===== src/rtl/icmpec_pkg.sv =====
// Package for the ICMP echo classifier: verdict codes, header offsets,
// the message summary handed from front to back, and the ones-complement add.
// Depends on nothing.
package icmpec_pkg;

   localparam int MAX_MESSAGE_BYTES_DEFAULT = 1480;
   localparam int HEADER_BYTES = 8;
   localparam int QUEUE_DEPTH = 2;  // power of two
   localparam int DATA_LEN_WIDTH = 11;

   localparam logic [1:0] VERDICT_MALFORMED   = 2'd0;
   localparam logic [1:0] VERDICT_UNSUPPORTED = 2'd1;
   localparam logic [1:0] VERDICT_REQUEST     = 2'd2;
   localparam logic [1:0] VERDICT_REPLY       = 2'd3;

   localparam logic [7:0] TYPE_ECHO_REQUEST = 8'd8;
   localparam logic [7:0] TYPE_ECHO_REPLY   = 8'd0;

   localparam int OFS_TYPE     = 0;
   localparam int OFS_CODE     = 1;
   localparam int OFS_IDENT_HI = 4;
   localparam int OFS_IDENT_LO = 5;
   localparam int OFS_SEQ_HI   = 6;
   localparam int OFS_SEQ_LO   = 7;

   // Everything the back end needs to decide on one finished message.
   typedef struct packed {
      logic                      len_ok;
      logic                      odd_pad;
      logic [15:0]               sum;
      logic [7:0]                held;
      logic [7:0]                msg_type;
      logic [7:0]                code;
      logic [15:0]               ident;
      logic [15:0]               seq;
      logic [DATA_LEN_WIDTH-1:0] data_len;
   } msg_sum_type;

   typedef struct packed {
      logic full;
      logic not_empty;
   } queue_stat_type;

   function automatic logic [15:0] ones_add(input logic [15:0] a, input logic [15:0] b);
      logic [16:0] s;
      s = {1'b0, a} + {1'b0, b};
      return s[15:0] + {15'd0, s[16]};
   endfunction

endpackage


===== src/rtl/icmpec_queue.sv =====
// Small register queue of message summaries between front and back.
// Depends on icmpec_pkg for the summary type and the queue depth.
module icmpec_queue import icmpec_pkg::*; (
   input  logic           clock,
   input  logic           reset,
   input  logic           push,
   input  msg_sum_type    push_data,
   input  logic           pop,
   output msg_sum_type    pop_data,
   output queue_stat_type status
);

   localparam int PTR_W = (QUEUE_DEPTH > 1) ? $clog2(QUEUE_DEPTH) : 1;
   localparam int CNT_W = $clog2(QUEUE_DEPTH + 1);

   msg_sum_type      entries_ff [QUEUE_DEPTH];
   logic [PTR_W-1:0] wr_ptr_ff, rd_ptr_ff;
   logic [CNT_W-1:0] count_ff;

   assign status.full      = (count_ff == CNT_W'(QUEUE_DEPTH));
   assign status.not_empty = (count_ff != '0);
   assign pop_data         = entries_ff[rd_ptr_ff];

   always_ff @(posedge clock) begin
      if (push) begin
         entries_ff[wr_ptr_ff] <= push_data;
      end
   end

   always_ff @(posedge clock) begin
      if (reset) begin
         wr_ptr_ff <= '0;
         rd_ptr_ff <= '0;
         count_ff  <= '0;
      end else begin
         if (push) begin
            wr_ptr_ff <= wr_ptr_ff + PTR_W'(1);
         end
         if (pop) begin
            rd_ptr_ff <= rd_ptr_ff + PTR_W'(1);
         end
         if (push && !pop) begin
            count_ff <= count_ff + CNT_W'(1);
         end else if (pop && !push) begin
            count_ff <= count_ff - CNT_W'(1);
         end
      end
   end

endmodule


===== config.mk =====
export PLATFORM = sky130hd
export DESIGN_NAME = icmpec_queue
export DESIGN_NICKNAME = d
export VERILOG_FILES = /design/src/rtl/icmpec_pkg.sv /design/src/rtl/icmpec_queue.sv
export SDC_FILE = /design/constraint.sdc
export NUM_CORES = 1
export LEC_CHECK = 0
export BUFFER_PORTS_ARGS = -buffer_cell sky130_fd_sc_hd__buf_4
export CAP_MARGIN = 20
export CORE_AREA = 2 2 138 140
export CTS_CLUSTER_SIZE = 10
export DETAILED_ROUTE_END_ITERATION = 12
export DIE_AREA = 0 0 140 142
export SETUP_SLACK_MARGIN = 0.4
export SLEW_MARGIN = 30
export SYNTH_ARGS = -nofsm -noshare
export SYNTH_HDL_FRONTEND = slang
export SYNTH_SLANG_ARGS = --single-unit
export TNS_END_PERCENT = 5

===== constraint.sdc =====
create_clock -name clock -period 5.3 [get_ports clock]
set_input_delay 0.265 -clock clock [delete_from_list [all_inputs] [get_ports clock]]
set_output_delay 0.265 -clock clock [all_outputs]
set_load 0.03 [all_outputs]

# Word-level counts from Yosys, hierarchy flattened
# Memory sizes are Yosys's and may differ from the RTL's. A register that Yosys moved wholly into a read port is not among the register bits.
# Index checks and enable logic that the tools add are counted.
# totals
n_memories	1
mem_bits_rw	170
out_inout_bits	87
register_bits	4
in_bits	89
word_cells	21
# classes
add_sub_neg	4
eq_ne	1
muxes	6
reduce_logical	6
# memory_table
memory	words	width	read_ports	rd_ports_with_merged_regs	write_ports	line	text
entries_ff	2	85	1	1	1	icmpec_queue.sv:16	msg_sum_type entries_ff [QUEUE_DEPTH];
# op_table
operator	n
$mux W1	4
$mux W2	2
$reduce_bool A2 Y1	2
$add A1 B1 Y1 const B	2
$add A2 B1 Y2 const B	1
$eq A2 B2 Y1 const B	1
$logic_and A1 B1 Y1	2
$logic_not A1 Y1	2
$sub A2 B1 Y2 const B	1

# Logic depth before layout (Yosys ltp)
# logic_depth
word_depth	4
ltp_mapped	5
ltp_nobuf	5

# Worst setup path after synthesis
# OpenSTA, ideal clock, no wires.
# synth_path
path_type	reg-to-reg
startpoint	register wr_ptr_ff
endpoint	memory entries_ff[0][0] (netlist bit), enable pin
stages_incl_launch_ff	2
period_less_slack_ns	4.635
arrival_time_ns	4.096
required_time_ns	4.761
path_buffers	0
setup_slack_ns	0.665
path_cell_list	dfxtp_1 > nor2b_1
# synth_lines
element	line	text
start: declaration	icmpec_queue.sv:17	logic [PTR_W-1:0] wr_ptr_ff, rd_ptr_ff;
start signal: assignment	icmpec_queue.sv:37	wr_ptr_ff <= wr_ptr_ff + PTR_W'(1);
end: declaration	icmpec_queue.sv:16	
# No word-level cell before the write port.

==> flow_summary_export.csv <==
group,metric,value,unit
status,status,"finished, violations left",
status,violations,"DRC",
synth,syn-num-nets,376,
setup_path,critPathSlowestCell,"dfxtp_4",
floorplanning,initial_utilization,0.3440,
pwr,power_leakage,3.181,nW
timing,maxSlewHeadroom,0.5139,
route,drcViolationCount,9,
layout,seq_area,5209,sq um
route,postRouteAntennaNets,0,
setup_path,crit_top_cell,"buf_4",
global_routing,gr-total-overflow,0,
timing,final.min_clock_period,2598,ps
timing,hold_slack,28.72,ps
cts,cts_sinks,175,
cts,clockBufferDepth,2,
global_routing,grt_max_degree,53,
min_path,hold_path.class,"input pin to register",
cts,clkTransAtPathRegs,70,ps
timing,grt_setup_unrepaired,"false",
layout,n_antenna_cell,0,
setup_path,crit_path_end_kind,"output port",
timing,hold_viol,0,
placement,portBuffers,175,
floorplanning,io_pins,176,
timing,skew,9.312,ps
global_routing,antenna_found_initial,0,
setup_path,crit-reg2reg-launch,"wr_ptr_ff",
synth,synth.avg_cell_area,22.20,sq um
synth,synth_area,6349,sq um
cts,cts_buffers,17,
route,dr.pass1.iters,10,
cts,clock_latency,420,ps
global_routing,grtUsageTotal,0.1219,
job,maxCapViolations,0,
placement,gp_congestion,0.6745,
setup_path,reg2reg_depth,2,
route,wire_per_inst,16.55,um
setup_path,critPathKind,"register to output port",
timing,timing.setup.tns,0,ps
global_routing,grt_pass1_wl,18250,um
layout,multi_input_area,1071,sq um
cts,cts_tree,"built",
pwr,p_comb_frac,0.141,
setup_path,max_stage_delay,690,ps
pwr,switchingPower,0.8026,mW
floorplanning,die_h,142,um
pwr,ir_drop,0.2204,mV
min_path,min-delay-start,"push_data[20]",
floorplanning,core-area,18460,sq um
placement,detailedPlacementHpwl,7897,um
route,drt_iter0_markers,141,
setup_path,reg2reg_setup_slack,3300,ps
floorplanning,rows,50,
floorplanning,fp.dieW,140,um
route,wl,11950,um
pwr,p_clk_frac,0.376,
cts,cts_hold_buffers,0,
global_routing,met1_usage,0.1356,
layout,drive_above_1_share,0.5020,
cts,post_cts_resized,0,
global_routing,top_usage_layer,"met2",
pwr,sw_frac_of_total,0.2358,
floorplanning,die_area,19880,sq um
synth,synth_cells,286,
min_path,hold_depth,1,
layout,finalNetCount,565,
layout,areaGrowthSynthToFinish,34.27,%
timing,drv_slew,0,
global_routing,grt_pass1_vias,3463,
layout,final_common_cell,"buf_4",
setup_path,worstPathArrival,2330,ps
route,vias,3191,
timing,setup_viol,0,
layout,final_cell_mix,"buf_4, edfxtp_1, mux2_1",
timing,fmax,384.9,MHz
pwr,p_total,3.404,mW
route,avgViaCountPerCell,4.420,
cts,cts_max_level,4,
synth,yosysSeqAreaShare,0.8199,
synth,synthDistinctLibCells,18,
setup_path,critPathRequiredTime,5040,ps
timing,finalCritPeriodShare,0.4902,
layout,design_area,8524,sq um
min_path,hold_path_end,"entries_ff[0][20]",
synth,ys_ff_latch,175,
synth,synth-warning-count,0,
layout,fillerInstances,1575,
setup_path,setup.worst_path.start_class,"register",
setup_path,worstPathCellList,"buf_4, mux2_2, buf_4",
pwr,power_density,399.3,nW/um^2
setup_path,cp_max_fo,46,
cts,clockRootBuffer,"clkbuf_16",
setup_path,rr_endpoint,"entries_ff[1][67]",
placement,placed_cell_area,7920,sq um
cts,post_cts_buffers,0,
global_routing,grt_util_met3,0.04812,
global_routing,use_met2,0.2082,
pwr,seq_power_share,0.483,
pwr,p_int,2.602,mW
timing,worst_pin_slew,729.2,ps
[through the flow]
stage / std cells / worst slack, ps / util
floorplan: 286 / 664.8 / -
global placement: 690 / 3093 / 0.4292
detailed placement: 690 / 3049 / 0.4292
CTS: 722 / 2596 / 0.4619
global route: 722 / 2529 / 0.4619
finish: 722 / 2702 / 0.4619
[worst max-delay path: cells and delay by family (launching register included)]
kind	cells	cell delay (ps)
buffers and inverters	2	780
flip-flops	1	690
multiplexers	1	420
[sequential cells by signal (all words and copies together), names as in the netlist, named ones only]
| register | count |
|---|---|
| count_ff | 2 |
| rd_ptr_ff | 1 |
| entries_ff | 170 |
| wr_ptr_ff | 1 |
[cells by family after synthesis]
| logic type | synth area share |
|---|---|
| buffers and inverters | 0.01301 |
| flip-flops | 0.8199 |
| AO/OA/AOI/OAI | 0.001575 |
| XOR/XNOR | 0.005519 |
| AND/OR/NAND/NOR | 0.007293 |
| multiplexers | 0.1508 |
| adder cells (fa/ha/maj) | 0.001971 |
[worst max-delay path by stage]
stage          slack [ps]          endpoint
6_report             2700      pop_data[64]
5_1_grt              2530      pop_data[64]
4_1_cts              2600      pop_data[64]
3_5_place_dp         3050      pop_data[64]
3_3_place_gp         3090      pop_data[23]
2_1_floorplan         660  entries_ff[0][0]
[per-layer routing]
metal  up-vias  share of wire
met5         -              0
met4         0          0.018
met3        16          0.079
met2       111           0.50
met1      1562           0.40
li1       1502              -
[cell type report]
class	instances	area share
timing repair buffer	179	0.1576
multi-input combinational	101	0.1256
sequential	175	0.6110
clock inverter	11	0.01923
clock buffer	21	0.05167
inverter	1	0.0004403
tap	234	0.03435
[synthesized netlist by cell type]
cell,n,area (sq um)
buf_2,3,15.01
ha_1,1,12.51
a21oi_1,1,5.000
buf_6,5,56.30
and2_1,1,6.260
or2_2,1,6.260
inv_1,1,3.750
nor2_1,4,15.01
nor2b_1,2,12.51
xor2_1,2,17.52
dfxtp_1,5,100.1
xnor2_1,2,17.52
edfxtp_1,170,5105
mux2_2,35,394.1
o21ai_0,1,5.000
or3_1,1,6.260
mux2_1,50,563.0
buf_4,1,7.510
[power by group through the flow]
| stage | clock network, mW | logic [mW] | registers [mW] |
|---|---|---|---|
| 2_1_floorplan | 0 | 0.298 | 1.66 |
| 4_1_cts | 1.32 | 0.489 | 1.65 |
| 3_3_place_gp | 0 | 0.481 | 1.67 |
| 6_report | 1.28 | 0.479 | 1.64 |
| 3_5_place_dp | 0 | 0.487 | 1.68 |
| 5_1_grt | 1.37 | 0.509 | 1.65 |
Power figures use the tool's default switching activity.
