[src/rtl/icmpec_pkg.sv]
// Package for the ICMP echo classifier: verdict codes, header offsets,
// the message summary handed from front to back, and the ones-complement add.
// Depends on nothing.
package icmpec_pkg;

   localparam int MAX_MESSAGE_BYTES_DEFAULT = 1480;
   localparam int HEADER_BYTES = 8;
   localparam int QUEUE_DEPTH = 2;  // power of two
   localparam int DATA_LEN_WIDTH = 11;

   localparam logic [1:0] VERDICT_MALFORMED   = 2'd0;
   localparam logic [1:0] VERDICT_UNSUPPORTED = 2'd1;
   localparam logic [1:0] VERDICT_REQUEST     = 2'd2;
   localparam logic [1:0] VERDICT_REPLY       = 2'd3;

   localparam logic [7:0] TYPE_ECHO_REQUEST = 8'd8;
   localparam logic [7:0] TYPE_ECHO_REPLY   = 8'd0;

   localparam int OFS_TYPE     = 0;
   localparam int OFS_CODE     = 1;
   localparam int OFS_IDENT_HI = 4;
   localparam int OFS_IDENT_LO = 5;
   localparam int OFS_SEQ_HI   = 6;
   localparam int OFS_SEQ_LO   = 7;

   // Everything the back end needs to decide on one finished message.
   typedef struct packed {
      logic                      len_ok;
      logic                      odd_pad;
      logic [15:0]               sum;
      logic [7:0]                held;
      logic [7:0]                msg_type;
      logic [7:0]                code;
      logic [15:0]               ident;
      logic [15:0]               seq;
      logic [DATA_LEN_WIDTH-1:0] data_len;
   } msg_sum_type;

   typedef struct packed {
      logic full;
      logic not_empty;
   } queue_stat_type;

   function automatic logic [15:0] ones_add(input logic [15:0] a, input logic [15:0] b);
      logic [16:0] s;
      s = {1'b0, a} + {1'b0, b};
      return s[15:0] + {15'd0, s[16]};
   endfunction

endpackage

[src/rtl/icmpec_front.sv]
// Front end: counts bytes, accumulates the checksum and captures header fields.
// Depends on icmpec_pkg; pushes one summary per message into the queue.
module icmpec_front import icmpec_pkg::*; #(
   parameter int MAX_MESSAGE_BYTES = MAX_MESSAGE_BYTES_DEFAULT
) (
   input  logic          clock,
   input  logic          reset,
   input  logic          accept,
   input  logic [7:0]    data_byte,
   input  logic          last_byte,
   output logic          push,
   output msg_sum_type   summary
);

   localparam int CNT_W = $clog2(MAX_MESSAGE_BYTES + 2);
   localparam logic [CNT_W-1:0] CNT_MAX  = CNT_W'(MAX_MESSAGE_BYTES);
   localparam logic [CNT_W-1:0] CNT_OVER = CNT_W'(MAX_MESSAGE_BYTES + 1);
   localparam logic [CNT_W-1:0] CNT_HDR  = CNT_W'(HEADER_BYTES);

   logic [CNT_W-1:0] cnt_ff, cnt_in;
   logic [15:0]      sum_ff, sum_in;
   logic [7:0]       held_ff, held_in;
   logic [7:0]       type_ff, type_in;
   logic [7:0]       code_ff, code_in;
   logic [15:0]      ident_ff, ident_in;
   logic [15:0]      seq_ff, seq_in;
   logic [CNT_W-1:0] data_len_w;

   always_comb begin
      cnt_in   = cnt_ff;
      sum_in   = sum_ff;
      held_in  = held_ff;
      type_in  = type_ff;
      code_in  = code_ff;
      ident_in = ident_ff;
      seq_in   = seq_ff;
      if (cnt_ff < CNT_MAX) begin
         case (cnt_ff)
            CNT_W'(OFS_TYPE):     type_in = data_byte;
            CNT_W'(OFS_CODE):     code_in = data_byte;
            CNT_W'(OFS_IDENT_HI): ident_in[15:8] = data_byte;
            CNT_W'(OFS_IDENT_LO): ident_in[7:0] = data_byte;
            CNT_W'(OFS_SEQ_HI):   seq_in[15:8] = data_byte;
            CNT_W'(OFS_SEQ_LO):   seq_in[7:0] = data_byte;
            default: ;
         endcase
         if (!cnt_ff[0]) begin
            held_in = data_byte;
         end else begin
            sum_in = ones_add(sum_ff, {held_ff, data_byte});
         end
         cnt_in = cnt_ff + CNT_W'(1);
      end else begin
         cnt_in = CNT_OVER;
      end
   end

   assign data_len_w = cnt_in - CNT_HDR;

   always_comb begin
      summary.len_ok   = (cnt_in >= CNT_HDR) && (cnt_in <= CNT_MAX);
      summary.odd_pad  = cnt_in[0] && (cnt_in <= CNT_MAX);
      summary.sum      = sum_in;
      summary.held     = held_in;
      summary.msg_type = type_in;
      summary.code     = code_in;
      summary.ident    = ident_in;
      summary.seq      = seq_in;
      summary.data_len = DATA_LEN_WIDTH'(data_len_w);
   end

   assign push = accept && last_byte;

   always_ff @(posedge clock) begin
      if (reset || push) begin
         cnt_ff   <= '0;
         sum_ff   <= '0;
         held_ff  <= '0;
         type_ff  <= '0;
         code_ff  <= '0;
         ident_ff <= '0;
         seq_ff   <= '0;
      end else if (accept) begin
         cnt_ff   <= cnt_in;
         sum_ff   <= sum_in;
         held_ff  <= held_in;
         type_ff  <= type_in;
         code_ff  <= code_in;
         ident_ff <= ident_in;
         seq_ff   <= seq_in;
      end
   end

endmodule

[config.mk]
export PLATFORM = sky130hd
export DESIGN_NAME = icmpec_front
export DESIGN_NICKNAME = d
export VERILOG_FILES = /design/src/rtl/icmpec_pkg.sv /design/src/rtl/icmpec_front.sv
export SDC_FILE = /design/constraint.sdc
export NUM_CORES = 1
export LEC_CHECK = 0
export BUFFER_PORTS_ARGS = -buffer_cell sky130_fd_sc_hd__buf_2
export CAP_MARGIN = 25
export CORE_UTILIZATION = 30
export DETAILED_ROUTE_END_ITERATION = 8
export HOLD_SLACK_MARGIN = 0.08
export PLACE_DENSITY = 0.59
export SLEW_MARGIN = 15
export SYNTH_ARGS = -nofsm -noshare
export SYNTH_HDL_FRONTEND = slang
export SYNTH_SLANG_ARGS = --single-unit
export TNS_END_PERCENT = 50
[constraint.sdc]
create_clock -name clock -period 9.4 [get_ports clock]
set_input_delay 0 -clock clock [delete_from_list [all_inputs] [get_ports clock]]
set_output_delay 0 -clock clock [all_outputs]
set_load 0.01 [all_outputs]
== Word level (Yosys, flattened, before mapping) ==
Cells that the tools add are included.
Cells by class
  add/sub/neg operators: 4
  $lt $le $gt $ge: 3
  equality and inequality tests: 5
  multiplexer cells: 15
  reductions and logical operators: 5
Operator list (number)
  2-to-1 mux 8 bit: 10
  2-to-1 mux 16 bit: 4
  == test 11 x 3 -> 1 bit (second input constant): 4
  adder 16 x 16 -> 17 bit: 1
  adder 16 x 1 -> 16 bit: 1
  adder 11 x 1 -> 11 bit (second input constant): 1
  == test 11 x 1 -> 1 bit (second input constant): 1
  greater-or-equal comparator 11 x 4 -> 1 bit (second input constant): 1
  less-or-equal comparator 11 bit (second input constant): 1
  logical NOT 11 bit: 1
  less-than comparator 11 bit (second input constant): 1
  2-to-1 mux 11 bit: 1
  subtractor 11 x 4 -> 11 bit (second input constant): 1
  logical AND 1 bit: 3
  logical OR 1 bit: 1
Storage, ports and cells
  bits in registers: 83
  input port bits: 12
  output and inout port bits: 86
  logic and storage cells: 39

== Longest topological paths before layout ==
  depth after elaboration: 4
  mapped depth: 18
  depth with buffers taken out: 18

== Least setup slack after synthesis ==
OpenSTA, ideal clock, no wires.
  kind: flip-flop to flip-flop
  from: register sum_ff[0]
  to: register sum_ff[14]
  arrival time: 3.346 ns
  data required time: 9.271 ns
  setup slack: 5.925 ns
  cell stages (with the launch flop): 19
  path buffers: 0
  clock period less this slack: 3.475 ns
  cell sequence: dfxtp_1 > ha_1 > fa_1 > a21o_1 > a221oi_2 > nor4b_1 > or3_4 > a21oi_1 > nor2_1 > o21ai_0 > nand2b_1 > ha_1 > ha_1 > and3_1 > nand3_1 > nor4_2 > nand3_1 > xor2_1 > a21oi_1
On the way
  longest elaborated chain between the ends: 4
Ends and longest elaborated chain
  from (decl): line icmpec_front.sv:21  | logic [15:0] sum_ff, sum_in;
  from (signal assigned): line icmpec_front.sv:85  | sum_ff <= sum_in;
  adder 16 x 16 -> 17 bit: line icmpec_pkg.sv:46  | s = {1'b0, a} + {1'b0, b};
  adder 16 x 1 -> 16 bit: line icmpec_pkg.sv:47  | return s[15:0] + {15'd0, s[16]};
  2-to-1 mux 16 bit: line icmpec_front.sv:47  | if (!cnt_ff[0]) begin
  2-to-1 mux 16 bit: line icmpec_front.sv:37  | if (cnt_ff < CNT_MAX) begin
Every way passes these cells.
A chain may end at the register's enable or synchronous reset.

==> impl_metrics.toml <==
[drt]
drtAntennaViolNets = 0
firstDrtPassIters = 4
post-route-drc-count = 0
via_per_inst = 4.96
wl_um = 14600
vias = 4508
drt-wirelength-per-cell_um = 16.1
drt_iter0_markers = 217

[global_route]
antenna_found_initial = 0
grt_pass1_vias = 4110
gr-usage-all-layers_pct = 16.6
grt_max_degree = 79
met2_usage_pct = 24.9
grtUsageMet3_pct = 4.34
grt_busiest_layer = "met2"
grt_pass1_wl_um = 23200
grtUsageMet1_pct = 23.1
grt_remaining_overflow = 0

[sta]
finalSetupTns_ns = 0
relSlewSlack_pct = 39.5
period_minus_slack_ns = 4.11
tightest_slew_ns = 0.908
final_hold_viol_count = 0
slew_violations = 0
finalClockSkew_ns = 0.00842
rsz0062_at_grt = "false"
fmax_mhz = 244
period_share_pct = 43.7
setup_viol = 0
fin_ws_ns = 5.29

[synth]
synth_compound_area_share_pct = 12.1
synth_warnings = 0
synth_edf_count = 0
syn_area_sq_um = 5370
synth_top_area_cell = "dfxtp_1"
synth_area_leaders = "dfxtp_1, mux2_2, mux2i_1, nor2_1, ha_1"
ys_seq_area_share_pct = 31.0
synth_area_per_cell_sq_um = 8.96
ys.flop_type = "dfxtp_1"
synth_top_cell_area_share_pct = 31.0
yosys.area_share.simple_pct = 17.4
syn_nets = 636
synth_fa_ha_area_share_pct = 5.97
yosysUniqueCellTypes = 59
synthArstFlopShare_pct = 0
synthXorXnorAreaFrac_pct = 6.51
netlist_instances = 599
synth_seq_cells = 83
synth_top_family_by_area = "multiplexers"
synth.mux.area_fraction_pct = 23.5

[finish]
layout-drive-gt1-share_pct = 28.7
final_cell_mix = "buf_2, nor2_1, dfxtp_1"
nets = 715
n_fill_cell = 1808
layout_commonest_cell = "buf_2"
num_antenna_cells = 0
syn_to_final_growth_pct = 17.6

[placed_design]
gp_congestion = 0.847
io_buffers = 97
place_ws_ns = 5.63
dpl.hpwl_um = 10500

[clocking]
clk_path_buf_depth = 2
postCtsSetupBuffers = 0
cts_tree = "done"
cts_made_buffers = 9
root_buffer = "clkbuf_16"
cts.sinks = 83
clk_pin_slew_worst_paths_ns = 0.06
ctsHtreeMaxLevel = 3
clock_latency_ns = 0.35

[job]
drv_cap = 0

[die]
core-area_sq_um = 17400
initial_utilization_pct = 30.9
rows = 48
die_area_sq_um = 18400
fp.dieH_um = 136
die_w_um = 136
pin_count = 98

[worst_setup_path]
crit_type = "reg2out"
reg2reg_depth = 18
crit_path_max_fanout = 3
cp.required_ns = 9.40
endpoint_kind = "output pin"
reg2reg_slack_ns = 5.62
cp-start-kind = "flip-flop"
arrival_ns = 4.11

[hold_path]
hold_class = "in2reg"
holdPathStages = 3

[run_status]
status = "completed"

[power_and_ir_drop]
power_density_nw_per_um2 = 139
power_uw = 879
power_leakage_uw = 0.00286
ir_drop_uv = 75.0
synthesized netlist by cell type (6+ instances only):
library cell  count
o21ai_0          23
nor2_1           90
clkbuf_1         24
and2_1            6
and3_1            8
nand2_1          39
nand3_1          17
inv_1             8
xor2_1           20
nor3_1            7
dfxtp_1          83
nand4_1           8
xnor2_1          18
mux2_2           58
a211oi_1         12
ha_1             24
mux2i_1          61
a21oi_1          23
area by class of cell:
type / instances / area, sq um / area share [%]
tap: 225 / 282 / 4.46
clock inverter: 7 / 63.8 / 1.01
inverter: 8 / 30.0 / 0.476
sequential: 83 / 1660 / 26.3
clock buffer: 9 / 225 / 3.57
timing repair buffer: 101 / 528 / 8.37
multi-input combinational: 475 / 3520 / 55.8
timing repair:
| action | in CTS | in global routing |
|---|---|---|
| endpoints found under the hold margin | 6 | 0 |
| resized for setup | 0 | 0 |
| hold buffers | 1 | 0 |
registers in the layout, summed over array words and instances, names as in the netlist:
name,flops
ident_ff,16
seq_ff,16
sum_ff,16
cnt_ff,11
code_ff,8
held_ff,8
type_ff,8
cell families after synthesis:
| group | after synthesis |
|---|---|
| buf+inv | 41 |
| flops | 83 |
| simple gates | 199 |
| xor+xnor | 39 |
| mux | 119 |
| fa+ha+maj | 25 |
| compound gates | 93 |
worst max-delay path, cell delays in order (launching register included):
cell and delay [ns]:
dfxtp_1 0.32, ha_1 0.21, fa_1 0.40, a21o_1 0.21, a221oi_2 0.33, nor4b_1 0.12, or3_4 0.39, a21oi_1 0.15
nor2_1 0.05, o21ai_0 0.14, nand2b_1 0.08, ha_1 0.20, ha_1 0.21, and3_1 0.15, nand3_1 0.16, nor4_2 0.10
nand3_1 0.12, xor2_1 0.19, o21ai_1 0.07, buf_2 0.14
routing by layer:
metal	vias up	wire length [um]	share of wire (%)
li1	2291	-	-
met1	2102	7130	49
met2	103	6380	44
met3	12	944	6.5
met4	0	173	1.2
met5	-	0	0
path summary, 6_finish.rpt:
path | startpoint | end
hold reg to reg | sum_ff[0] | sum_ff[0]
setup / recovery | sum_ff[0] | summary[81]
setup reg to reg | sum_ff[0] | sum_ff[14]
hold / removal | accept | cnt_ff[8]
where the power goes:
group | switching (uW) | internal, uW | leakage [uW]
sequential | 8.36 | 360 | 0.000672
clock | 162 | 183 | 0.000139
combinational | 100 | 65.3 | 0.00205
total | 271 | 608 | 0.00286
metrics by stage:
stage	utilization, %	cells	instance area, sq um	hold WS (ns)
detailed placement	34.5	890	6000	0.352
floorplan	-	599	5370	0.159
CTS	36.3	907	6290	0.140
global route	36.4	908	6310	0.171
global placement	34.5	890	6000	0.338
finish	36.4	908	6310	0.150
Power figures use the tool's default switching activity.
